$ cat src/sv/sbsrp_pkg.sv
// Shared types, constants and helpers for the styl box record parser.
package sbsrp_pkg;

	localparam int MAX_SAMPLE_BYTES = 262143;
	localparam int POS_W = 18;
	localparam int REC_BYTES = 12;
	localparam int HDR_BYTES = 8;
	localparam int QUEUE_DEPTH = 4;
	localparam int QPTR_W = $clog2(QUEUE_DEPTH);
	localparam int QCNT_W = $clog2(QUEUE_DEPTH + 1);

	localparam logic [15:0] MAX_RECORDS_RESET = 16'd64;
	localparam logic [31:0] STYL_TYPE = 32'h7374796c;

	localparam logic KIND_STYLE = 1'b0;
	localparam logic KIND_SUMMARY = 1'b1;

	typedef enum logic [3:0] {
		PH_LEN_HI,
		PH_LEN_LO,
		PH_TEXT,
		PH_HDR,
		PH_CNT_HI,
		PH_CNT_LO,
		PH_RECORD,
		PH_SKIP,
		PH_IDLE
	} phase_t;

	typedef struct packed {
		logic kind;
		logic [8*REC_BYTES-1:0] rec;
		logic [15:0] text_bytes;
		logic decoded_ok;
		logic clears;
		logic malformed;
		logic last_result;
	} sbsrp_entry_t;

	typedef struct packed {
		logic v0;
		logic v1;
		sbsrp_entry_t e0;
		sbsrp_entry_t e1;
	} sbsrp_push_t;

	function automatic logic [7:0] styl_char(input logic [1:0] sel);
		logic [7:0] c;
		unique case (sel)
			2'd0: c = STYL_TYPE[31:24];
			2'd1: c = STYL_TYPE[23:16];
			2'd2: c = STYL_TYPE[15:8];
			default: c = STYL_TYPE[7:0];
		endcase
		return c;
	endfunction

endpackage

$ cat src/sv/sbsrp_front.sv
// Front end: byte parser that classifies bytes and builds record and summary transactions.
module sbsrp_front (
	input  logic                       clk,
	input  logic                       arst_n,
	input  logic                       accept,
	input  logic [7:0]                 data_byte,
	input  logic [17:0]                sample_length,
	input  logic                       last_byte,
	input  logic [15:0]                max_style_records,
	output sbsrp_pkg::sbsrp_push_t     push
);
	import sbsrp_pkg::*;

	phase_t phase_q, n_phase;
	logic [POS_W-1:0] pos_q, n_pos;
	logic [15:0] text_q, n_text;
	logic [31:0] size_q, n_size;
	logic [31:0] left_q, n_left;
	logic style_q, n_style;
	logic [15:0] rl_q, n_rl;
	logic [3:0] idx_q, n_idx;
	logic mal_q, n_mal;
	logic clr_q, n_clr;
	logic [7:0] rec_q [REC_BYTES];

	logic in_range;
	logic [POS_W:0] next_pos;
	logic start_ok;
	logic [19:0] avail;
	logic [31:0] ln;
	logic [31:0] body;
	logic [15:0] rl;
	logic [15:0] tl;
	logic rec_done;
	sbsrp_entry_t rec_ent, sum_ent;

	assign next_pos = {1'b0, pos_q} + 1'b1;
	assign in_range = ({1'b0, pos_q} < {1'b0, sample_length}) &&
		(pos_q != POS_W'(MAX_SAMPLE_BYTES));
	assign start_ok = (next_pos + (POS_W+1)'(HDR_BYTES)) <= {1'b0, sample_length};
	assign avail = {2'b0, sample_length} - {2'b0, pos_q} + 20'd7;
	assign ln = left_q - 32'd1;
	assign body = size_q - 32'(HDR_BYTES);

	function automatic phase_t finish_phase(input logic [31:0] rem, input logic ok);
		phase_t p;
		if (rem != 32'd0)
			p = PH_SKIP;
		else if (ok)
			p = PH_HDR;
		else
			p = PH_IDLE;
		return p;
	endfunction

	always_comb begin
		n_phase = phase_q;
		n_pos = pos_q;
		n_text = text_q;
		n_size = size_q;
		n_left = left_q;
		n_style = style_q;
		n_rl = rl_q;
		n_idx = idx_q;
		n_mal = mal_q;
		n_clr = clr_q;
		rec_done = 1'b0;
		rl = rl_q;
		tl = {text_q[15:8], data_byte};
		if (in_range) begin
			unique case (phase_q)
				PH_LEN_HI: begin
					n_text = {data_byte, 8'h00};
					n_phase = PH_LEN_LO;
				end
				PH_LEN_LO: begin
					n_text = tl;
					if (tl == 16'd0) begin
						n_clr = 1'b1;
						n_phase = PH_IDLE;
					end else if (({3'b0, tl} + 19'd2) > {1'b0, sample_length}) begin
						n_mal = 1'b1;
						n_phase = PH_IDLE;
					end else begin
						n_left = {16'h0000, tl};
						n_phase = PH_TEXT;
					end
				end
				PH_TEXT, PH_SKIP: begin
					n_left = ln;
					if (ln == 32'd0) begin
						n_phase = start_ok ? PH_HDR : PH_IDLE;
						n_idx = '0;
						n_size = '0;
						n_style = 1'b1;
					end
				end
				PH_HDR: begin
					if (idx_q < 4'd4)
						n_size = {size_q[23:0], data_byte};
					else if (data_byte != styl_char(idx_q[1:0]))
						n_style = 1'b0;
					n_idx = idx_q + 4'd1;
					if (idx_q == 4'(HDR_BYTES - 1)) begin
						if (size_q < 32'(HDR_BYTES) || size_q > {12'h000, avail}) begin
							n_mal = 1'b1;
							n_phase = PH_IDLE;
						end else begin
							n_left = body;
							if (n_style && body < 32'd2) begin
								n_mal = 1'b1;
								n_phase = finish_phase(body, start_ok);
								n_idx = '0;
								n_size = '0;
								n_style = 1'b1;
							end else if (n_style) begin
								n_phase = PH_CNT_HI;
							end else begin
								n_phase = finish_phase(body, start_ok);
								n_idx = '0;
								n_size = '0;
								n_style = 1'b1;
							end
						end
					end
				end
				PH_CNT_HI, PH_CNT_LO, PH_RECORD: begin
					n_left = ln;
					if (phase_q == PH_CNT_HI) begin
						n_rl = {data_byte, 8'h00};
						n_phase = PH_CNT_LO;
					end else begin
						if (phase_q == PH_CNT_LO) begin
							rl = {rl_q[15:8], data_byte};
							if (rl > max_style_records) begin
								rl = max_style_records;
								n_mal = 1'b1;
							end
						end else begin
							n_idx = idx_q + 4'd1;
							if (idx_q == 4'(REC_BYTES - 1)) begin
								rec_done = 1'b1;
								rl = rl_q - 16'd1;
							end
						end
						n_rl = rl;
						if (phase_q == PH_CNT_LO || rec_done) begin
							n_idx = '0;
							if (rl == 16'd0) begin
								n_phase = finish_phase(ln, start_ok);
								n_size = '0;
								n_style = 1'b1;
							end else if (ln < 32'(REC_BYTES)) begin
								n_mal = 1'b1;
								n_phase = finish_phase(ln, start_ok);
								n_size = '0;
								n_style = 1'b1;
							end else begin
								n_phase = PH_RECORD;
							end
						end
					end
				end
				default: begin
				end
			endcase
		end else begin
			n_mal = 1'b1;
		end
		if (pos_q != POS_W'(MAX_SAMPLE_BYTES))
			n_pos = next_pos[POS_W-1:0];
		if (last_byte && next_pos != {1'b0, sample_length})
			n_mal = 1'b1;

		rec_ent = '0;
		rec_ent.kind = KIND_STYLE;
		rec_ent.rec = {rec_q[0], rec_q[1], rec_q[2], rec_q[3], rec_q[4], rec_q[5],
			rec_q[6], rec_q[7], rec_q[8], rec_q[9], rec_q[10], data_byte};
		rec_ent.last_result = !last_byte;

		sum_ent = '0;
		sum_ent.kind = KIND_SUMMARY;
		sum_ent.text_bytes = n_text;
		sum_ent.decoded_ok = (n_phase != PH_LEN_HI) && (n_phase != PH_LEN_LO);
		sum_ent.clears = n_clr;
		sum_ent.malformed = n_mal;
		sum_ent.last_result = 1'b1;

		push = '0;
		if (accept) begin
			if (rec_done) begin
				push.v0 = 1'b1;
				push.e0 = rec_ent;
				push.v1 = last_byte;
				push.e1 = sum_ent;
			end else begin
				push.v0 = last_byte;
				push.e0 = sum_ent;
			end
		end

		if (last_byte) begin
			n_phase = PH_LEN_HI;
			n_pos = '0;
			n_text = '0;
			n_size = '0;
			n_left = '0;
			n_style = 1'b0;
			n_rl = '0;
			n_idx = '0;
			n_mal = 1'b0;
			n_clr = 1'b0;
		end
	end

	always_ff @(posedge clk or negedge arst_n) begin
		if (!arst_n) begin
			phase_q <= PH_LEN_HI;
			pos_q <= '0;
			text_q <= '0;
			size_q <= '0;
			left_q <= '0;
			style_q <= 1'b0;
			rl_q <= '0;
			idx_q <= '0;
			mal_q <= 1'b0;
			clr_q <= 1'b0;
		end else if (accept) begin
			phase_q <= n_phase;
			pos_q <= n_pos;
			text_q <= n_text;
			size_q <= n_size;
			left_q <= n_left;
			style_q <= n_style;
			rl_q <= n_rl;
			idx_q <= n_idx;
			mal_q <= n_mal;
			clr_q <= n_clr;
		end
	end

	always_ff @(posedge clk) begin
		if (accept && in_range && phase_q == PH_RECORD && idx_q < 4'(REC_BYTES))
			rec_q[idx_q] <= data_byte;
	end

endmodule

$ cat src/sv/sbsrp_queue.sv
// Short result queue between the parser and the output stage, up to two writes per cycle.
module sbsrp_queue (
	input  logic                       clk,
	input  logic                       arst_n,
	input  sbsrp_pkg::sbsrp_push_t     push,
	input  logic                       pop,
	output logic                       room,
	output logic                       head_valid,
	output sbsrp_pkg::sbsrp_entry_t    head
);
	import sbsrp_pkg::*;

	sbsrp_entry_t mem_q [QUEUE_DEPTH];
	logic [QPTR_W-1:0] wptr_q, rptr_q;
	logic [QCNT_W-1:0] count_q;
	logic [QCNT_W-1:0] n_push;

	assign n_push = QCNT_W'(push.v0) + QCNT_W'(push.v1);
	assign room = count_q <= QCNT_W'(QUEUE_DEPTH - 2);
	assign head_valid = count_q != '0;
	assign head = mem_q[rptr_q];

	always_ff @(posedge clk) begin
		if (push.v0)
			mem_q[wptr_q] <= push.e0;
		if (push.v1)
			mem_q[wptr_q + QPTR_W'(1)] <= push.e1;
	end

	always_ff @(posedge clk or negedge arst_n) begin
		if (!arst_n) begin
			wptr_q <= '0;
			rptr_q <= '0;
			count_q <= '0;
		end else begin
			wptr_q <= wptr_q + n_push[QPTR_W-1:0];
			if (pop)
				rptr_q <= rptr_q + QPTR_W'(1);
			count_q <= count_q + n_push - QCNT_W'(pop);
		end
	end

endmodule

$ cat src/sv/sbsrp_back.sv
// Back end: output register that presents one result transaction at a time.
module sbsrp_back (
	input  logic                       clk,
	input  logic                       arst_n,
	input  logic                       head_valid,
	input  sbsrp_pkg::sbsrp_entry_t    head,
	output logic                       pop,
	output logic                       out_valid,
	input  logic                       out_stall,
	output logic                       result_kind,
	output logic [15:0]                start_char,
	output logic [15:0]                end_char,
	output logic [15:0]                font_id,
	output logic [7:0]                 face_flags,
	output logic [7:0]                 font_size,
	output logic [31:0]                text_color,
	output logic [15:0]                text_bytes,
	output logic                       decoded_ok,
	output logic                       clears_screen,
	output logic                       malformed,
	output logic                       last_result
);
	import sbsrp_pkg::*;

	logic valid_q;
	sbsrp_entry_t ent_q;

	assign pop = head_valid && (!valid_q || !out_stall);

	always_ff @(posedge clk or negedge arst_n) begin
		if (!arst_n) begin
			valid_q <= 1'b0;
		end else if (pop) begin
			valid_q <= 1'b1;
		end else if (!out_stall) begin
			valid_q <= 1'b0;
		end
	end

	always_ff @(posedge clk) begin
		if (pop)
			ent_q <= head;
	end

	assign out_valid = valid_q;
	assign result_kind = ent_q.kind;
	assign start_char = ent_q.rec[95:80];
	assign end_char = ent_q.rec[79:64];
	assign font_id = ent_q.rec[63:48];
	assign face_flags = ent_q.rec[47:40];
	assign font_size = ent_q.rec[39:32];
	assign text_color = ent_q.rec[31:0];
	assign text_bytes = ent_q.text_bytes;
	assign decoded_ok = ent_q.decoded_ok;
	assign clears_screen = ent_q.clears;
	assign malformed = ent_q.malformed;
	assign last_result = ent_q.last_result;

endmodule

$ cat src/sv/styl_box_style_record_parser_core.sv
// Top level of the styl box record parser: config register, parser, result queue, output stage.
// The block takes one sample byte per cycle while in_stall is low. The parser updates its
// state on the byte itself and writes zero, one or two result transactions (a style
// record when its twelfth byte arrives, a summary on the last byte) into a four-entry
// queue; a byte is taken whenever the queue has two free entries, so a stalled output
// holds input off only once fewer than two entries are free. Results pass from a queue
// entry through an output register, one per cycle while out_stall is low; a byte that
// completes a record and ends the sample yields the record first and then the summary.
// max_style_records is written through the cfg channel, which is always ready.
module styl_box_style_record_parser_core (
	input  logic        clk,
	input  logic        arst_n,
	input  logic        in_valid,
	output logic        in_stall,
	input  logic [7:0]  data_byte,
	input  logic [17:0] sample_length,
	input  logic        last_byte,
	input  logic        cfg_valid,
	output logic        cfg_ready,
	input  logic [15:0] cfg_data,
	output logic        out_valid,
	input  logic        out_stall,
	output logic        result_kind,
	output logic [15:0] start_char,
	output logic [15:0] end_char,
	output logic [15:0] font_id,
	output logic [7:0]  face_flags,
	output logic [7:0]  font_size,
	output logic [31:0] text_color,
	output logic [15:0] text_bytes,
	output logic        decoded_ok,
	output logic        clears_screen,
	output logic        malformed,
	output logic        last_result
);
	import sbsrp_pkg::*;

	logic [15:0] max_q;
	logic accept;
	logic room;
	logic head_valid;
	logic pop;
	sbsrp_push_t push;
	sbsrp_entry_t head;

	assign cfg_ready = 1'b1;
	assign in_stall = !room;
	assign accept = in_valid && room;

	always_ff @(posedge clk or negedge arst_n) begin
		if (!arst_n) begin
			max_q <= MAX_RECORDS_RESET;
		end else if (cfg_valid && cfg_ready) begin
			max_q <= cfg_data;
		end
	end

	sbsrp_front u_front (
		.clk               (clk),
		.arst_n            (arst_n),
		.accept            (accept),
		.data_byte         (data_byte),
		.sample_length     (sample_length),
		.last_byte         (last_byte),
		.max_style_records (max_q),
		.push              (push)
	);

	sbsrp_queue u_queue (
		.clk        (clk),
		.arst_n     (arst_n),
		.push       (push),
		.pop        (pop),
		.room       (room),
		.head_valid (head_valid),
		.head       (head)
	);

	sbsrp_back u_back (
		.clk           (clk),
		.arst_n        (arst_n),
		.head_valid    (head_valid),
		.head          (head),
		.pop           (pop),
		.out_valid     (out_valid),
		.out_stall     (out_stall),
		.result_kind   (result_kind),
		.start_char    (start_char),
		.end_char      (end_char),
		.font_id       (font_id),
		.face_flags    (face_flags),
		.font_size     (font_size),
		.text_color    (text_color),
		.text_bytes    (text_bytes),
		.decoded_ok    (decoded_ok),
		.clears_screen (clears_screen),
		.malformed     (malformed),
		.last_result   (last_result)
	);

endmodule

$ cat config.mk
export PLATFORM = sky130hd
export DESIGN_NAME = styl_box_style_record_parser_core
export DESIGN_NICKNAME = d
export VERILOG_FILES = /design/src/sv/sbsrp_pkg.sv /design/src/sv/sbsrp_front.sv /design/src/sv/sbsrp_queue.sv /design/src/sv/sbsrp_back.sv /design/src/sv/styl_box_style_record_parser_core.sv
export SDC_FILE = /design/constraint.sdc
export NUM_CORES = 1
export LEC_CHECK = 0
export BUFFER_PORTS_ARGS = -buffer_cell sky130_fd_sc_hd__buf_2
export CORE_ASPECT_RATIO = 0.7
export CORE_UTILIZATION = 45
export DETAILED_ROUTE_END_ITERATION = 10
export PLACE_DENSITY = 0.65
export REMOVE_ABC_BUFFERS = 1
export SLEW_MARGIN = 20
export SYNTH_ARGS = -nofsm -noshare
export SYNTH_HDL_FRONTEND = slang
export SYNTH_SLANG_ARGS = --single-unit
$ cat constraint.sdc
create_clock -name clk -period 21.2 [get_ports clk]
set_input_delay 4.24 -clock clk [delete_from_list [all_inputs] [get_ports clk]]
set_output_delay 4.24 -clock clk [all_outputs]
set_load 0.005 [all_outputs]
---- After elaboration in Yosys (flattened, before gate mapping) ----
Memory sizes are Yosys's and may differ from the RTL's. A register that Yosys moved wholly into a read port is not among the register bits.
Index checks and enable logic that the tools add are counted.
W data, S select, Z words.
cells by class
  add/subtract/negate cells ............... 15
  order comparisons ....................... 11
  equal/unequal tests ..................... 25
  mux-type cells .......................... 121
  reductions and logical operators ........ 38
operators with widths
  kind                     number
  $mux W32                 18
  $mux W236                1
  $mux W117                2
  $mux W16                 12
  $pmux W32 S3             2
  $mux W4                  26
  $lt A32 B4 Y1 const B    2
  $reduce_bool A32 Y1      2
  $mux W1                  49
  $mux W18                 2
  $gt A32 B20 Y1           1
  $logic_not A16 Y1        2
  $logic_not A32 Y1        1
  $lt A32 B2 Y1 const B    1
  $pmux W16 S2             1
  $sub A32 B1 Y32 const B  1
  $sub A32 B4 Y32 const B  1
  $mux W8                  3
  $add A20 B3 Y20 const B  1
  $eq A4 B3 Y1 const B     5
  $pmux W4 S5              1
  $add A18 B1 Y19 const B  1
  $add A19 B4 Y19 const B  1
  $gt A19 B18 Y1           1
  47 further kinds         73
word-level totals
  register bits after elaboration ......... 149
  bits in writable memories ............... 564
  output and inout bits ................... 120
  memories ................................ 2
memory list
  name           depth  bits a word  rd ports  clocked after memory_dff  wr ports  RTL line           RTL
  u_queue.mem_q  4      117          1         1                         2         sbsrp_queue.sv:13  sbsrp_entry_t mem_q [QUEUE_DEPTH];
  u_front.rec_q  12     8            11        0                         1         sbsrp_front.sv:24  logic [7:0] rec_q [REC_BYTES];

---- Logic depth before layout (Yosys ltp) ----
  depth after elaboration ................. 23
  gate-level depth with buffers ........... 27
  gate-level depth less buffers ........... 25

---- Hierarchy ----
From an unflattened synthesis, not the netlist that was laid out.
second synthesis, totals
  cells, all modules ...................... 3271
  area total of the unflattened synthesis .. 44057.3 um^2
by module, submodules not included
  module                             times used  cells an instance  area each (um^2)  seq. area each (um^2)
  sbsrp_queue                        1           1171               23043.4           14228.6
  sbsrp_front                        1           1942               16784.8           5770.5
  sbsrp_back                         1           120                3557.2            3538.4
  styl_box_style_record_parser_core  1           38                 671.9             401.6

---- Least setup slack after synthesis ----
Ideal clock, no wire load.
  path type ............................... input -> register
  from .................................... in out_stall
  to ...................................... reg u_queue.count_q[2]
  data arrival time ....................... 11.816 ns
  required time ........................... 21.077 ns
  setup slack ............................. 9.261 ns
  cell stages on the path ................. 8
  cells stage by stage .................... a21oi_1 -> ha_1 -> inv_1 -> ha_1 -> inv_1 -> fa_1 -> xor2_1 -> xnor2_1
on the way
  longest elaborated chain between the ends .. 4
RTL lines
  what                    RTL line                                 RTL
  start: declaration      styl_box_style_record_parser_core.sv:22  input logic out_stall,
  $logic_not A1 Y1        sbsrp_back.sv:28                         assign pop = head_valid && (!valid_q || !out_stall);
  $logic_or A1 B1 Y1      sbsrp_back.sv:28
  $logic_and A1 B1 Y1     sbsrp_back.sv:28
  $sub A3 B1 Y3           sbsrp_queue.sv:39                        count_q <= count_q + n_push - QCNT_W'(pop);
  end signal: assignment  sbsrp_queue.sv:39
  end: declaration        sbsrp_queue.sv:15                        logic [QCNT_W-1:0] count_q;
Every way passes these cells.
A chain may end at the register's enable or synchronous reset.

---- Worst setup path after layout ----
  from .................................... in sample_length[0]
  to ...................................... reg u_front.left_q[3]
on the way
  longest elaborated chain between the ends .. 6
RTL lines
  what                                    RTL line                                 RTL
  start: declaration                      styl_box_style_record_parser_core.sv:16  input logic [17:0] sample_length,
  $sub A18 B18 Y19                        sbsrp_front.sv:41                        assign avail = {2'b0, sample_length} - {2'b0, pos_q} + 20'd7;
  $add A20 B3 Y20                         sbsrp_front.sv:41
  $gt A32 B20 Y1                          sbsrp_front.sv:105                       if (size_q < 32'(HDR_BYTES) || size_q > {12'h000, avail}) begin
  $logic_or A1 B1 Y1                      sbsrp_front.sv:105
  $ne A3 B3 Y1 (no source line)           n/a
  $reduce_and A7 Y1 (no source line) (*)  n/a
  end signal: assignment                  sbsrp_front.sv:233                       left_q <= n_left;
  end: declaration                        sbsrp_front.sv:18                        logic [31:0] left_q, n_left;
Mark *: on every way between the ends. The rest lies on a longest branch, timed or not.

==> load_flow_metrics.sql <==
INSERT INTO impl_metrics (metric_group, metric, value, unit) VALUES
('layout', 'drive_above_1_share', '0.127', ''),
('power_and_ir_drop', 'cellPowerDensity', '111', 'mW/mm²'),
('yosys', 'ys_seq_area_frac', '0.505', ''),
('clocking', 'hold_buffers', '0', ''),
('route', 'post_detailed_route_drc_marker_count', '0', ''),
('route', 'avgRoutedWirePerCell', '22.2', 'µm'),
('critical_path', 'worst-endpoint-required', '21.71', 'ns'),
('yosys', 'netlist_area', '0.0398', 'mm²'),
('critical_path', 'worstReg2RegStart', 'u_front.pos_q[0]', ''),
('critical_path', 'setup.reg_to_reg.worst_slack', '13.19', 'ns'),
('sta', 'worst-slew-pin-transition', '1.17', 'ns'),
('clocking', 'number_of_buffers_created_by_cts', '79', ''),
('yosys', 'area_fraction_in_compound_gates_after_synthesis', '0.136', ''),
('yosys', 'combinational_family_with_the_most_area_after_synthesis', 'simple AND/OR/NAND/NOR gates', ''),
('sta', 'report.final.hold_viol_count', '0', ''),
('yosys', 'yosysWarnings', '0', ''),
('die', 'start_util', '0.458', ''),
('sta', 'timing.final.crit_period', '11.20', 'ns'),
('layout', 'finish.instance_area', '0.0440', 'mm²'),
('sta', 'final-setup-viol-count', '0', ''),
('yosys', 'post_synth_fa_ha_maj_area_fraction', '0.0343', ''),
('yosys', 'yosys-mux-area-fraction', '0.0726', ''),
('critical_path', 'critical-path-top-delay-family', 'compound AO/OA/AOI/OAI gates', ''),
('die', 'die_width', '357', 'µm'),
('sta', 'maxSlewHeadroom', '0.220', ''),
('yosys', 'mapped_cells', '4059', ''),
('critical_path', 'endpoint_kind', 'flop', ''),
('outcome', 'outcome', 'completed', ''),
('clocking', 'clockBufferDepth', '3', ''),
('global_route', 'track_usage', '0.255', ''),
('sta', 'finalMaxSlewViolations', '0', ''),
('yosys', 'synthDistinctLibCells', '93', ''),
('clocking', 'clkLatencyLatePin', '0.65', 'ns'),
('route', 'route.antenna.remaining_nets', '0', ''),
('route', 'detail_route.wirelength', '116000', 'µm'),
('yosys', 'synth_async_sr_flop_share', '0.181', ''),
('job', 'timing.max_cap.violations', '0', ''),
('clocking', 'post_cts_setup_buffers', '0', ''),
('critical_path', 'worst_r2r_endpoint', 'u_front.left_q[3]', ''),
('yosys', 'area_fraction_in_and_or_nand_and_nor_cells_after_synthesis', '0.180', ''),
('min_path', 'whs_endpoint', 'u_queue.mem_q[2][73]', ''),
('clocking', 'cts_tree', 'yes', ''),
('yosys', 'post_synth_xor_area_fraction', '0.0299', ''),
('clocking', 'clock_tree.htree_level_count', '3', ''),
('sta', 'final.setup_skew', '0.0421', 'ns'),
('die', 'pin_count', '168', ''),
('global_route', 'first_global_vias', '30700', ''),
('yosys', 'syn-mean-instance-area', '9.80', 'µm²'),
('yosys', 'yosys_most_used_dff', 'sky130_fd_sc_hd__dfxtp_1', ''),
('critical_path', 'crit_path_buf_inv_count', '4', ''),
('route', 'first_iter_violations', '3587', ''),
('yosys', 'ys_ff_latch', '822', ''),
('placed_design', 'io_buffers', '166', ''),
('placed_design', 'gp_congestion', '0.953', ''),
('placed_design', 'postPlaceCellArea', '0.0413', 'mm²'),
('critical_path', 'worstSetupPathType', 'in2reg', ''),
('critical_path', 'worst_ep_arrival_time', '11.71', 'ns'),
('die', 'core_area', '0.0868', 'mm²'),
('clocking', 'root_driver', 'sky130_fd_sc_hd__clkbuf_16', ''),
('die', 'die_height', '251', 'µm'),
('yosys', 'synth_enable_flop_cells', '289', ''),
('route', 'firstDrtPassIters', '9', ''),
('die', 'number_of_core_rows', '90', ''),
('route', 'detailed_route_vias_per_instance', '6.19', ''),
('clocking', 'ctsResizeCount', '0', ''),
('route', 'routed-via-count', '32500', ''),
('global_route', 'grt_start_max_net_pins', '102', ''),
('min_path', 'hp-start', 'u_queue.mem_q[2][73]', ''),
('critical_path', 'critical_path.max_fanout', '34', ''),
('sta', 'unrepaired_setup_endpoints_after_global_routing', 'false', ''),
('layout', 'flow.area_growth_from_synthesis', '10.7', '%');
==> cell families (layout without fill, tap and decap cells) <==
group,Yosys count,after routing
other,1,1
XOR/XNOR,136,136
flip-flops,822,822
AO/OA/AOI/OAI,914,914
multiplexers,142,142
buffers and inverters,415,458
adder cells (fa/ha/maj),108,108
AND/OR/NAND/NOR,1521,1521
==> worst max path at each step <==
| stage | from | to | slack, ns | cells past startpoint |
|---|---|---|---|---|
| global placement | sample_length[0] | u_front.left_q[2] | 9.94 | 27 |
| global route | sample_length[0] | u_front.left_q[0] | 9.73 | 27 |
| detailed placement | sample_length[0] | u_front.left_q[12] | 9.68 | 27 |
| finish | sample_length[0] | u_front.left_q[3] | 10.0 | 27 |
| CTS | sample_length[0] | u_front.left_q[3] | 10.30 | 27 |
| floorplan | sample_length[3] | u_queue.mem_q[0][100] | 2.70 | 11 |
==> metrics by stage <==
step,total power [mW],worst slack [ns],hold WS [ns],cells
global route,5.10,9.73,0.463,5252
CTS,4.87,10.30,0.448,5252
global placement,3.38,9.94,0.435,5105
detailed placement,3.40,9.68,0.440,5105
finish,4.88,10.0,0.447,5252
floorplan,2.92,2.70,0.429,3736
==> cell type report <==
cell class | instances | area [µm²]
Multi-Input combinational cell | 2822 | 18200
Tap cell | 1150 | 1440
Inverter | 92 | 345
Clock buffer | 104 | 2200
Fill cell | 7864 | 42800
Clock inverter | 43 | 513
Timing Repair Buffer | 219 | 1240
Sequential cell | 822 | 20100
==> synth_stat cells, types with 10 or more instances <==
cell type | count | area [µm²]
sky130_fd_sc_hd__a21o_1 | 17 | 128
sky130_fd_sc_hd__or3_1 | 17 | 106
sky130_fd_sc_hd__mux4_2 | 117 | 2640
sky130_fd_sc_hd__dfxtp_1 | 384 | 7690
sky130_fd_sc_hd__o31ai_1 | 45 | 338
sky130_fd_sc_hd__o211ai_1 | 11 | 82.6
sky130_fd_sc_hd__xnor2_1 | 92 | 806
sky130_fd_sc_hd__nor2b_1 | 11 | 68.8
sky130_fd_sc_hd__or2_2 | 11 | 68.8
sky130_fd_sc_hd__nand3b_1 | 10 | 75.1
sky130_fd_sc_hd__and3_1 | 21 | 131
sky130_fd_sc_hd__a22oi_1 | 18 | 135
sky130_fd_sc_hd__mux2i_1 | 22 | 220
sky130_fd_sc_hd__nor4_1 | 48 | 300
sky130_fd_sc_hd__xor2_1 | 44 | 385
sky130_fd_sc_hd__buf_1 | 35 | 131
sky130_fd_sc_hd__a31oi_1 | 23 | 144
sky130_fd_sc_hd__a21oi_1 | 479 | 2400
sky130_fd_sc_hd__o21ai_0 | 156 | 781
sky130_fd_sc_hd__ha_1 | 106 | 1330
sky130_fd_sc_hd__o21a_1 | 11 | 82.6
sky130_fd_sc_hd__a22o_1 | 34 | 298
sky130_fd_sc_hd__nand3_1 | 445 | 2230
sky130_fd_sc_hd__nor2_1 | 195 | 732
sky130_fd_sc_hd__and2_1 | 24 | 150
sky130_fd_sc_hd__or4_1 | 23 | 173
sky130_fd_sc_hd__clkbuf_1 | 253 | 950
sky130_fd_sc_hd__nand4_1 | 42 | 263
sky130_fd_sc_hd__nor3_1 | 74 | 370
sky130_fd_sc_hd__dfrtp_1 | 148 | 3700
sky130_fd_sc_hd__nand2_1 | 554 | 2080
sky130_fd_sc_hd__o22ai_1 | 12 | 75.1
sky130_fd_sc_hd__buf_2 | 26 | 130
sky130_fd_sc_hd__a211oi_1 | 21 | 158
sky130_fd_sc_hd__inv_1 | 92 | 345
sky130_fd_sc_hd__edfxtp_1 | 289 | 8680
==> layout by cell type (no fill, tap or decap), drive strengths merged, types with 13 or more instances in the layout <==
| master | netlist | routed |
|---|---|---|
| edfxtp | 289 | 289 |
| a21oi | 480 | 480 |
| nor3 | 75 | 75 |
| a21o | 17 | 17 |
| a211oi | 23 | 23 |
| nand3 | 445 | 445 |
| or4 | 23 | 23 |
| xnor2 | 92 | 92 |
| a22oi | 18 | 18 |
| and3 | 21 | 21 |
| a31oi | 23 | 23 |
| ha | 106 | 106 |
| nand2 | 554 | 554 |
| o21ai | 162 | 162 |
| nand4 | 42 | 42 |
| clkinv | 0 | 25 |
| dfrtp | 148 | 148 |
| clkbuf | 254 | 104 |
| and2 | 25 | 25 |
| xor2 | 44 | 44 |
| mux4 | 117 | 117 |
| inv | 92 | 100 |
| dfxtp | 384 | 384 |
| or3 | 17 | 17 |
| mux2i | 22 | 22 |
| nor4 | 50 | 50 |
| buf | 69 | 219 |
| a22o | 34 | 34 |
| o31ai | 45 | 45 |
| nor2 | 195 | 195 |
| o211ai | 13 | 13 |
==> per-layer routing <==
layer	track usage	share of wire	vias to the layer above
met5	0	0.00058	-
met4	0.0722	0.024	10
met3	0.0547	0.095	198
met2	0.389	0.45	1577
met1	0.365	0.43	16000
li1	-	-	14700
==> power breakdown <==
group	total [mW]	internal, mW	switching, mW
logic	1.39	0.510	0.883
clock network	1.48	0.833	0.645
registers	2.01	1.80	0.206
total	4.88	3.15	1.73
==> worst min-delay path: stages, from the launching register on <==
cell                      delay [ns]
sky130_fd_sc_hd__dfxtp_1        0.31
sky130_fd_sc_hd__nand2_1        0.05
sky130_fd_sc_hd__a21oi_1        0.05
==> sequential cells by signal, summed over array words and instances, names as in the netlist, 3 cells and up <==
| name | count |
|---|---|
| u_back.font_size | 8 |
| u_front.phase_q | 4 |
| u_front.pos_q | 18 |
| u_back.end_char | 16 |
| u_front.idx_q | 4 |
| u_back.text_color | 32 |
| u_back.font_id | 16 |
| u_queue.count_q | 3 |
| u_queue.mem_q | 468 |
| u_front.rl_q | 16 |
| u_back.start_char | 16 |
| u_back.text_bytes | 16 |
| u_front.size_q | 32 |
| max_q | 16 |
| u_front.rec_q | 88 |
| u_front.left_q | 32 |
| u_front.text_q | 16 |
| u_back.face_flags | 8 |
(Power assumes the default switching activity.)
